File: src/rtl/tts_pkg.sv
// Package for the typed timeout slot table: slot count, field widths,
// command and status codes. Depends on nothing; every other file uses it.
package tts_pkg;

  // Table size and the index width that follows from it.
  localparam int SLOT_COUNT = 4;
  localparam int SLOT_IDX_W = (SLOT_COUNT > 1) ? $clog2(SLOT_COUNT) : 1;

  // Field widths of the command and result words.
  localparam int CMD_W = 3;
  localparam int KIND_W = 3;
  localparam int DELAY_W = 32;
  localparam int STATUS_W = 2;
  localparam int KIND_MASK_W = 6;

  // Highest real timeout kind; kind zero means none.
  localparam logic [KIND_W-1:0] KIND_NONE = '0;
  localparam logic [KIND_W-1:0] KIND_MAX = 3'd5;

  typedef logic [KIND_W-1:0] kind_t;
  typedef logic [DELAY_W-1:0] delay_t;
  typedef logic [SLOT_IDX_W-1:0] slot_idx_t;

  // Command codes.
  typedef enum logic [CMD_W-1:0] {
    CMD_SET       = 3'd0,
    CMD_CLEAR     = 3'd1,
    CMD_CHECK     = 3'd2,
    CMD_RESET_ALL = 3'd3,
    CMD_TICK      = 3'd4
  } cmd_t;

  // Result codes of a set command.
  typedef enum logic [STATUS_W-1:0] {
    SET_ARMED   = 2'd0,
    SET_HELD    = 2'd1,
    SET_NO_FREE = 2'd2
  } set_status_t;

endpackage

File: src/rtl/tts_if.sv
// Valid/ready channels of the typed timeout slot table: the command word
// channel and the result word channel. Depends on tts_pkg.
interface tts_cmd_if;
  logic                          valid;
  logic                          ready;
  logic [tts_pkg::CMD_W-1:0]     command;
  tts_pkg::kind_t                timeout_kind;
  tts_pkg::delay_t               delay_ticks;

  modport source (output valid, command, timeout_kind, delay_ticks, input ready);
  modport sink (input valid, command, timeout_kind, delay_ticks, output ready);
endinterface

interface tts_res_if;
  logic                               valid;
  logic                               ready;
  logic [tts_pkg::STATUS_W-1:0]       set_status;
  logic                               is_expired;
  logic                               was_held;
  logic [tts_pkg::KIND_MASK_W-1:0]    expired_kinds;

  modport source (output valid, set_status, is_expired, was_held, expired_kinds,
                  input ready);
  modport sink (input valid, set_status, is_expired, was_held, expired_kinds,
                output ready);
endinterface

File: src/rtl/typed_timeout_slot_table.sv
// Typed timeout slot table: a few one-shot timeout slots, each owned by one
// timeout kind, armed by set, counted down by tick, freed by check, clear or reset-all.
// Depends on tts_pkg and on the channel interfaces in tts_if.sv.
//
// Usage:
//   cmd_ch carries one command word (command, timeout_kind, delay_ticks);
//   res_ch returns exactly one result word for every command word, in order.
//   A command word is taken into an input register, decoded against the slot
//   table, and its result lands in the output register while the slot table
//   is updated at the same edge. One command word is taken every cycle while
//   the receiver does not stall, with all slots compared and counted down in
//   parallel.
//   When the receiver stalls the result word holds in the output register; the
//   input register still takes one more word, then cmd_ch.ready drops until
//   the result is taken.
//   Synchronous reset frees every slot and empties both registers; the block
//   is ready for a command word as soon as reset is released.
module typed_timeout_slot_table (
  input  logic clk,
  input  logic rst,
  tts_cmd_if.sink   cmd_ch,
  tts_res_if.source res_ch
);

  // Input register.
  logic                        stg_valid;
  logic [tts_pkg::CMD_W-1:0]   stg_command;
  tts_pkg::kind_t              stg_kind;
  tts_pkg::delay_t             stg_delay;

  // Slot table.
  tts_pkg::kind_t  slot_owner [tts_pkg::SLOT_COUNT];
  logic            slot_done [tts_pkg::SLOT_COUNT];
  tts_pkg::delay_t slot_remaining [tts_pkg::SLOT_COUNT];

  tts_pkg::kind_t  slot_owner_next [tts_pkg::SLOT_COUNT];
  logic            slot_done_next [tts_pkg::SLOT_COUNT];
  tts_pkg::delay_t slot_remaining_next [tts_pkg::SLOT_COUNT];

  // Decode results.
  logic                             kind_ok;
  logic                             hit_found;
  tts_pkg::slot_idx_t               hit_idx;
  logic                             free_found;
  tts_pkg::slot_idx_t               free_idx;
  logic [tts_pkg::STATUS_W-1:0]     status_next;
  logic                             expired_next;
  logic [tts_pkg::KIND_MASK_W-1:0]  mask_next;

  logic stg_adv;

  // The stage advances when the output register is empty or being emptied.
  assign stg_adv = stg_valid && (!res_ch.valid || res_ch.ready);
  assign cmd_ch.ready = !stg_valid || stg_adv;

  // Input register.
  always_ff @(posedge clk) begin
    if (rst) begin
      stg_valid <= 1'b0;
    end else if (cmd_ch.ready) begin
      stg_valid <= cmd_ch.valid;
    end
    if (cmd_ch.valid && cmd_ch.ready) begin
      stg_command <= cmd_ch.command;
      stg_kind    <= cmd_ch.timeout_kind;
      stg_delay   <= cmd_ch.delay_ticks;
    end
  end

  // Look up the addressed kind and the lowest free slot.
  always_comb begin
    kind_ok    = (stg_kind != tts_pkg::KIND_NONE) && (stg_kind <= tts_pkg::KIND_MAX);
    hit_found  = 1'b0;
    hit_idx    = '0;
    free_found = 1'b0;
    free_idx   = '0;
    for (int i = tts_pkg::SLOT_COUNT - 1; i >= 0; i--) begin
      if (kind_ok && (slot_owner[i] == stg_kind)) begin
        hit_found = 1'b1;
        hit_idx   = tts_pkg::SLOT_IDX_W'(i);
      end
      if (slot_owner[i] == tts_pkg::KIND_NONE) begin
        free_found = 1'b1;
        free_idx   = tts_pkg::SLOT_IDX_W'(i);
      end
    end
  end

  // Command execution: next slot table and result fields.
  always_comb begin
    for (int i = 0; i < tts_pkg::SLOT_COUNT; i++) begin
      slot_owner_next[i]     = slot_owner[i];
      slot_done_next[i]      = slot_done[i];
      slot_remaining_next[i] = slot_remaining[i];
    end
    status_next  = tts_pkg::SET_ARMED;
    expired_next = 1'b0;
    mask_next    = '0;

    case (stg_command)
      tts_pkg::CMD_SET: begin
        if (!kind_ok) begin
          status_next = tts_pkg::SET_NO_FREE;
        end else if (hit_found) begin
          status_next = tts_pkg::SET_HELD;
        end else if (free_found) begin
          slot_owner_next[free_idx]     = stg_kind;
          slot_done_next[free_idx]      = 1'b0;
          slot_remaining_next[free_idx] = stg_delay;
          status_next = tts_pkg::SET_ARMED;
        end else begin
          status_next = tts_pkg::SET_NO_FREE;
        end
      end
      tts_pkg::CMD_CLEAR: begin
        if (hit_found) begin
          slot_owner_next[hit_idx]     = tts_pkg::KIND_NONE;
          slot_done_next[hit_idx]      = 1'b0;
          slot_remaining_next[hit_idx] = '0;
        end
      end
      tts_pkg::CMD_CHECK: begin
        if (hit_found && slot_done[hit_idx]) begin
          expired_next = 1'b1;
          slot_owner_next[hit_idx]     = tts_pkg::KIND_NONE;
          slot_done_next[hit_idx]      = 1'b0;
          slot_remaining_next[hit_idx] = '0;
        end
      end
      tts_pkg::CMD_RESET_ALL: begin
        for (int i = 0; i < tts_pkg::SLOT_COUNT; i++) begin
          slot_owner_next[i]     = tts_pkg::KIND_NONE;
          slot_done_next[i]      = 1'b0;
          slot_remaining_next[i] = '0;
        end
      end
      tts_pkg::CMD_TICK: begin
        // Every armed slot that has not yet expired counts down in parallel.
        for (int i = 0; i < tts_pkg::SLOT_COUNT; i++) begin
          if ((slot_owner[i] != tts_pkg::KIND_NONE) && !slot_done[i]) begin
            if (slot_remaining[i] <= tts_pkg::DELAY_W'(1)) begin
              slot_remaining_next[i] = '0;
              slot_done_next[i]      = 1'b1;
              mask_next = mask_next | (tts_pkg::KIND_MASK_W'(1) << slot_owner[i]);
            end else begin
              slot_remaining_next[i] = slot_remaining[i] - tts_pkg::DELAY_W'(1);
            end
          end
        end
      end
      default: begin
      end
    endcase
  end

  // Slot table update, one command word per advance.
  always_ff @(posedge clk) begin
    if (rst) begin
      for (int i = 0; i < tts_pkg::SLOT_COUNT; i++) begin
        slot_owner[i]     <= tts_pkg::KIND_NONE;
        slot_done[i]      <= 1'b0;
        slot_remaining[i] <= '0;
      end
    end else if (stg_adv) begin
      for (int i = 0; i < tts_pkg::SLOT_COUNT; i++) begin
        slot_owner[i]     <= slot_owner_next[i];
        slot_done[i]      <= slot_done_next[i];
        slot_remaining[i] <= slot_remaining_next[i];
      end
    end
  end

  // Output register.
  always_ff @(posedge clk) begin
    if (rst) begin
      res_ch.valid <= 1'b0;
    end else if (stg_adv) begin
      res_ch.valid <= 1'b1;
    end else if (res_ch.ready) begin
      res_ch.valid <= 1'b0;
    end
    if (stg_adv) begin
      res_ch.set_status    <= status_next;
      res_ch.is_expired    <= expired_next;
      res_ch.was_held      <= hit_found;
      res_ch.expired_kinds <= mask_next;
    end
  end

endmodule
File: src/flat_wrapper.sv
// flat-port wrapper written by rule: the top's interface ports become plain ports
module typed_timeout_slot_table_flat 
  (clk, rst, cmd_ch_valid, cmd_ch_command, cmd_ch_timeout_kind, cmd_ch_delay_ticks, cmd_ch_ready, res_ch_valid, res_ch_set_status, res_ch_is_expired, res_ch_was_held, res_ch_expired_kinds, res_ch_ready);
  tts_cmd_if cmd_ch_i ();
  tts_res_if res_ch_i ();
  input  logic clk;
  input  logic rst;
  input wire logic [$bits(cmd_ch_i.valid)-1:0] cmd_ch_valid;
  input wire logic [$bits(cmd_ch_i.command)-1:0] cmd_ch_command;
  input wire logic [$bits(cmd_ch_i.timeout_kind)-1:0] cmd_ch_timeout_kind;
  input wire logic [$bits(cmd_ch_i.delay_ticks)-1:0] cmd_ch_delay_ticks;
  output wire logic [$bits(cmd_ch_i.ready)-1:0] cmd_ch_ready;
  output wire logic [$bits(res_ch_i.valid)-1:0] res_ch_valid;
  output wire logic [$bits(res_ch_i.set_status)-1:0] res_ch_set_status;
  output wire logic [$bits(res_ch_i.is_expired)-1:0] res_ch_is_expired;
  output wire logic [$bits(res_ch_i.was_held)-1:0] res_ch_was_held;
  output wire logic [$bits(res_ch_i.expired_kinds)-1:0] res_ch_expired_kinds;
  input wire logic [$bits(res_ch_i.ready)-1:0] res_ch_ready;
  assign cmd_ch_i.valid = cmd_ch_valid;
  assign cmd_ch_i.command = cmd_ch_command;
  assign cmd_ch_i.timeout_kind = cmd_ch_timeout_kind;
  assign cmd_ch_i.delay_ticks = cmd_ch_delay_ticks;
  assign cmd_ch_ready = cmd_ch_i.ready;
  assign res_ch_valid = res_ch_i.valid;
  assign res_ch_set_status = res_ch_i.set_status;
  assign res_ch_is_expired = res_ch_i.is_expired;
  assign res_ch_was_held = res_ch_i.was_held;
  assign res_ch_expired_kinds = res_ch_i.expired_kinds;
  assign res_ch_i.ready = res_ch_ready;
  typed_timeout_slot_table u_core (.clk(clk), .rst(rst), .cmd_ch(cmd_ch_i), .res_ch(res_ch_i));
endmodule
File: config.mk
export PLATFORM = sky130hd
export DESIGN_NAME = typed_timeout_slot_table_flat
export DESIGN_NICKNAME = d
export VERILOG_FILES = /design/src/rtl/tts_pkg.sv /design/src/rtl/tts_if.sv /design/src/rtl/typed_timeout_slot_table.sv /design/src/flat_wrapper.sv
export SDC_FILE = /design/constraint.sdc
export NUM_CORES = 1
export LEC_CHECK = 0
export ABC_AREA = 1
export BUFFER_PORTS_ARGS = -buffer_cell sky130_fd_sc_hd__buf_2
export CAP_MARGIN = 20
export CORE_ASPECT_RATIO = 0.6
export CORE_MARGIN = 5
export CORE_UTILIZATION = 40
export CTS_CLUSTER_DIAMETER = 150
export DETAILED_ROUTE_END_ITERATION = 8
export HOLD_SLACK_MARGIN = 0.12
export PLACE_DENSITY_LB_ADDON = 0.2
export SLEW_MARGIN = 20
export SYNTH_ARGS = -nofsm -noshare
export SYNTH_HDL_FRONTEND = slang
export SYNTH_SLANG_ARGS = --single-unit
File: constraint.sdc
create_clock -name clk -period 10.6 [get_ports clk]
set_input_delay 1.59 -clock clk [delete_from_list [all_inputs] [get_ports clk]]
set_output_delay 1.59 -clock clk [all_outputs]
set_load 0.05 [all_outputs]
==> results_dict.tcl <==
set metrics [dict create \
    status "complete, no violations" \
    die_x_um 256 \
    hold_class "flip-flop to flip-flop" \
    cts-htree-levels 4 \
    wl_um 49900 \
    finalHoldViolCount 0 \
    period_needed_ps 4350 \
    setup_viol 0 \
    finalClockSkew_ps 13.6 \
    io_buffers 53 \
    grt_overflow 0 \
    worst_slack_ps 6250 \
    cts-root-buf "clkbuf_16" \
    final_cells 2486 \
    cp-start-kind "primary input" \
    maxSlewViolCount 0 \
    syn_nets 2036 \
    post-route-period-util_pct 41.1 \
    grt_busiest_layer "met1" \
    clockBufferDepth 2 \
    initial_core_util_pct 40.3 \
    routedWlPerCell_um 20.1 \
    cts_tree "yes" \
    detailed_place_hpwl_um 34700 \
    avgSynthCellArea_um2 7.33 \
    post_cts_resized 0 \
    ir_worst_vdd_v 0.000105 \
    clockPowerShare_pct 30.0 \
    drv_cap 0 \
    synth-async-reset-ratio_pct 0 \
    drt_iter0_drc 1897 \
    timing.fmax_ghz 0.230 \
    power_switching_uw 813 \
    netlist_area_um2 14600 \
    drc_errors 0 \
    final_cell_mix "nand2_1, inv_1, nor2_1" \
    grt_setup_unrepaired "false" \
    yosys_most_used_dff "edfxtp_1" \
    mostFrequentLayoutCell "nand2_1" \
    antenna_found_initial 4 \
    coreArea_um2 36100 \
    post-cts-setup-buffers 0 \
    grt_max_degree 74 \
    timing.critical_path.arrival_ps 4430 \
    ys_warn_count 0 \
    p_sw_share_pct 36.8 \
    io_pins 54 \
    endpoint_kind "flip-flop" \
    clk_pin_slew_ps 80 \
    tightest_slew_ps 1120 \
    numCtsBuffers 17 \
    critical_path_class "primary input to flip-flop" \
    critPathMaxFanout 64 \
    gp_congestion 0.939 \
    yosys.cell_types.count 52 \
    avgViaCountPerCell 5.69 \
    seq_power_share_pct 45.8 \
    post_synth_inst_count 1986 \
    use_met2_pct 33.2 \
    power_uw 2210 \
    area.growth.synth_to_final_pct 8.55 \
    ff_latch_area_um2 5810 \
    drive_gt1_share_pct 8.12 \
    use_met1_pct 36.2 \
    grt_pass1_vias 12500 \
    fillers 3695 \
    dp_slack_ps 5770 \
    cts_hold_buf 0 \
    post-place-cells 2451 \
    slew_headroom_pct 25.3 \
    ant_nets 0 \
    ys_ff_latch 194 \
    met3_usage_pct 7.29 \
    seq_area_frac_synth_pct 39.9 \
    tns_ps 0 \
    clkSinkCount 194 \
    multiInputGateArea_um2 7250 \
    via_count 14100 \
    crit_required_ps 10680 \
    combPwrFrac_pct 24.2 \
    rows 54 \
    drt_first_pass_iters 6 \
    internal_power_uw 1390 \
    die_h_um 158 \
    track_usage_pct 24.2 \
    p_leak_uw 0.00689 \
    nets 2045 \
    synth-edff-count 192 \
    clkLatencyLatePin_ps 470 \
    die_area_um2 40500 \
    grt_first_pass_wirelength_um 75500 \
    p_per_area_nw_per_um2 140 \
]
[power by group through the flow]
| stage | registers, µW | clock network, µW | logic (µW) |
|---|---|---|---|
| after floorplan | 990 | 0 | 389 |
| after global placement | 1020 | 0 | 514 |
| after detailed placement | 1020 | 0 | 521 |
| after CTS | 1010 | 671 | 524 |
| after global routing | 1020 | 703 | 596 |
| final | 1010 | 662 | 534 |
[flip-flops by register name (all words and copies together) (netlist names)]
register	count
u_core.stg_valid	1
u_core.res_ch.is_expired	1
u_core.res_ch.was_held	1
u_core.stg_delay	32
u_core.stg_command	3
u_core.res_ch.expired_kinds	6
u_core.slot_owner	12
u_core.res_ch.set_status	2
u_core.slot_remaining	128
u_core.res_ch.valid	1
u_core.stg_kind	3
u_core.slot_done	4
[kinds of logic after synthesis]
| family | Yosys count | synth area share (%) |
|---|---|---|
| simple gates | 866 | 25.5 |
| compound gates | 440 | 18.5 |
| buf+inv | 396 | 10.6 |
| flops | 194 | 39.9 |
| xor+xnor | 81 | 4.87 |
| fa+ha+maj | 8 | 0.687 |
| other cells | 1 | 0.0257 |
[routing by layer]
layer,vias up,part of all wire (%)
li1,6744,-
met1,6659,46
met2,672,39
met3,67,12
met4,4,2.7
met5,-,0.068
[final cells by class]
cell class | count | share of cell area (%)
timing repair buffer | 67 | 2.42
multi-input combinational | 1396 | 45.9
antenna | 2 | 0.0317
sequential | 194 | 36.7
inverter | 319 | 7.57
clock buffer | 18 | 2.71
clock inverter | 14 | 0.886
tap | 476 | 3.77
[critical path: stages]
cell     delay (ps)
buf_2           100
inv_1            60
nand2_1          60
nand2_1         130
nor2_4           40
buf_4           340
inv_1           560
nor2_1          120
nand2_1         140
nand2_1          60
a21oi_1         190
nand2_1         130
nor2_4          860
[Yosys cell counts, types with 4 or more instances]
cell,number,area (µm²)
ha_1,8,100
buf_4,6,45.0
nor2_1,254,953
xor2_1,74,648
o21ai_1,13,65.1
o22ai_1,4,25.0
inv_2,16,60.1
buf_2,17,85.1
nor2_2,9,56.3
a31oi_1,13,81.3
o221ai_1,62,543
a211oi_1,7,52.6
nand3_2,4,40.0
nand3_1,128,641
nor4_1,6,37.5
o211ai_1,30,225
a21oi_1,107,536
nand2_1,384,1440
xnor2_1,7,61.3
edfxtp_1,192,5770
inv_1,303,1140
clkbuf_1,47,176
o221ai_2,5,75.1
nand2_2,6,37.5
buf_1,5,18.8
nand4_1,41,257
o21ai_0,182,911
nor3_1,18,90.1
[through the flow]
stage               util [%]  hold WS [ps]  instance area, µm²
finish                  43.7           511               15800
global route            43.7           557               15800
CTS                     43.7           516               15800
detailed placement      42.1           504               15200
global placement        42.1           503               15200
floorplan                  -           477               14600
[final timing paths]
check / start / to / depth (start not counted) / slack, ps
max: res_ch_ready / u_core.slot_remaining[0][23] / 13 / 6250
min: u_core.res_ch.valid / u_core.res_ch.valid / 2 / 510
max reg2reg: u_core.stg_kind[2] / u_core.slot_remaining[0][23] / 12 / 6980
min reg2reg: u_core.res_ch.valid / u_core.res_ch.valid / 2 / 510
No activity file was read; power rests on OpenSTA's default activity.
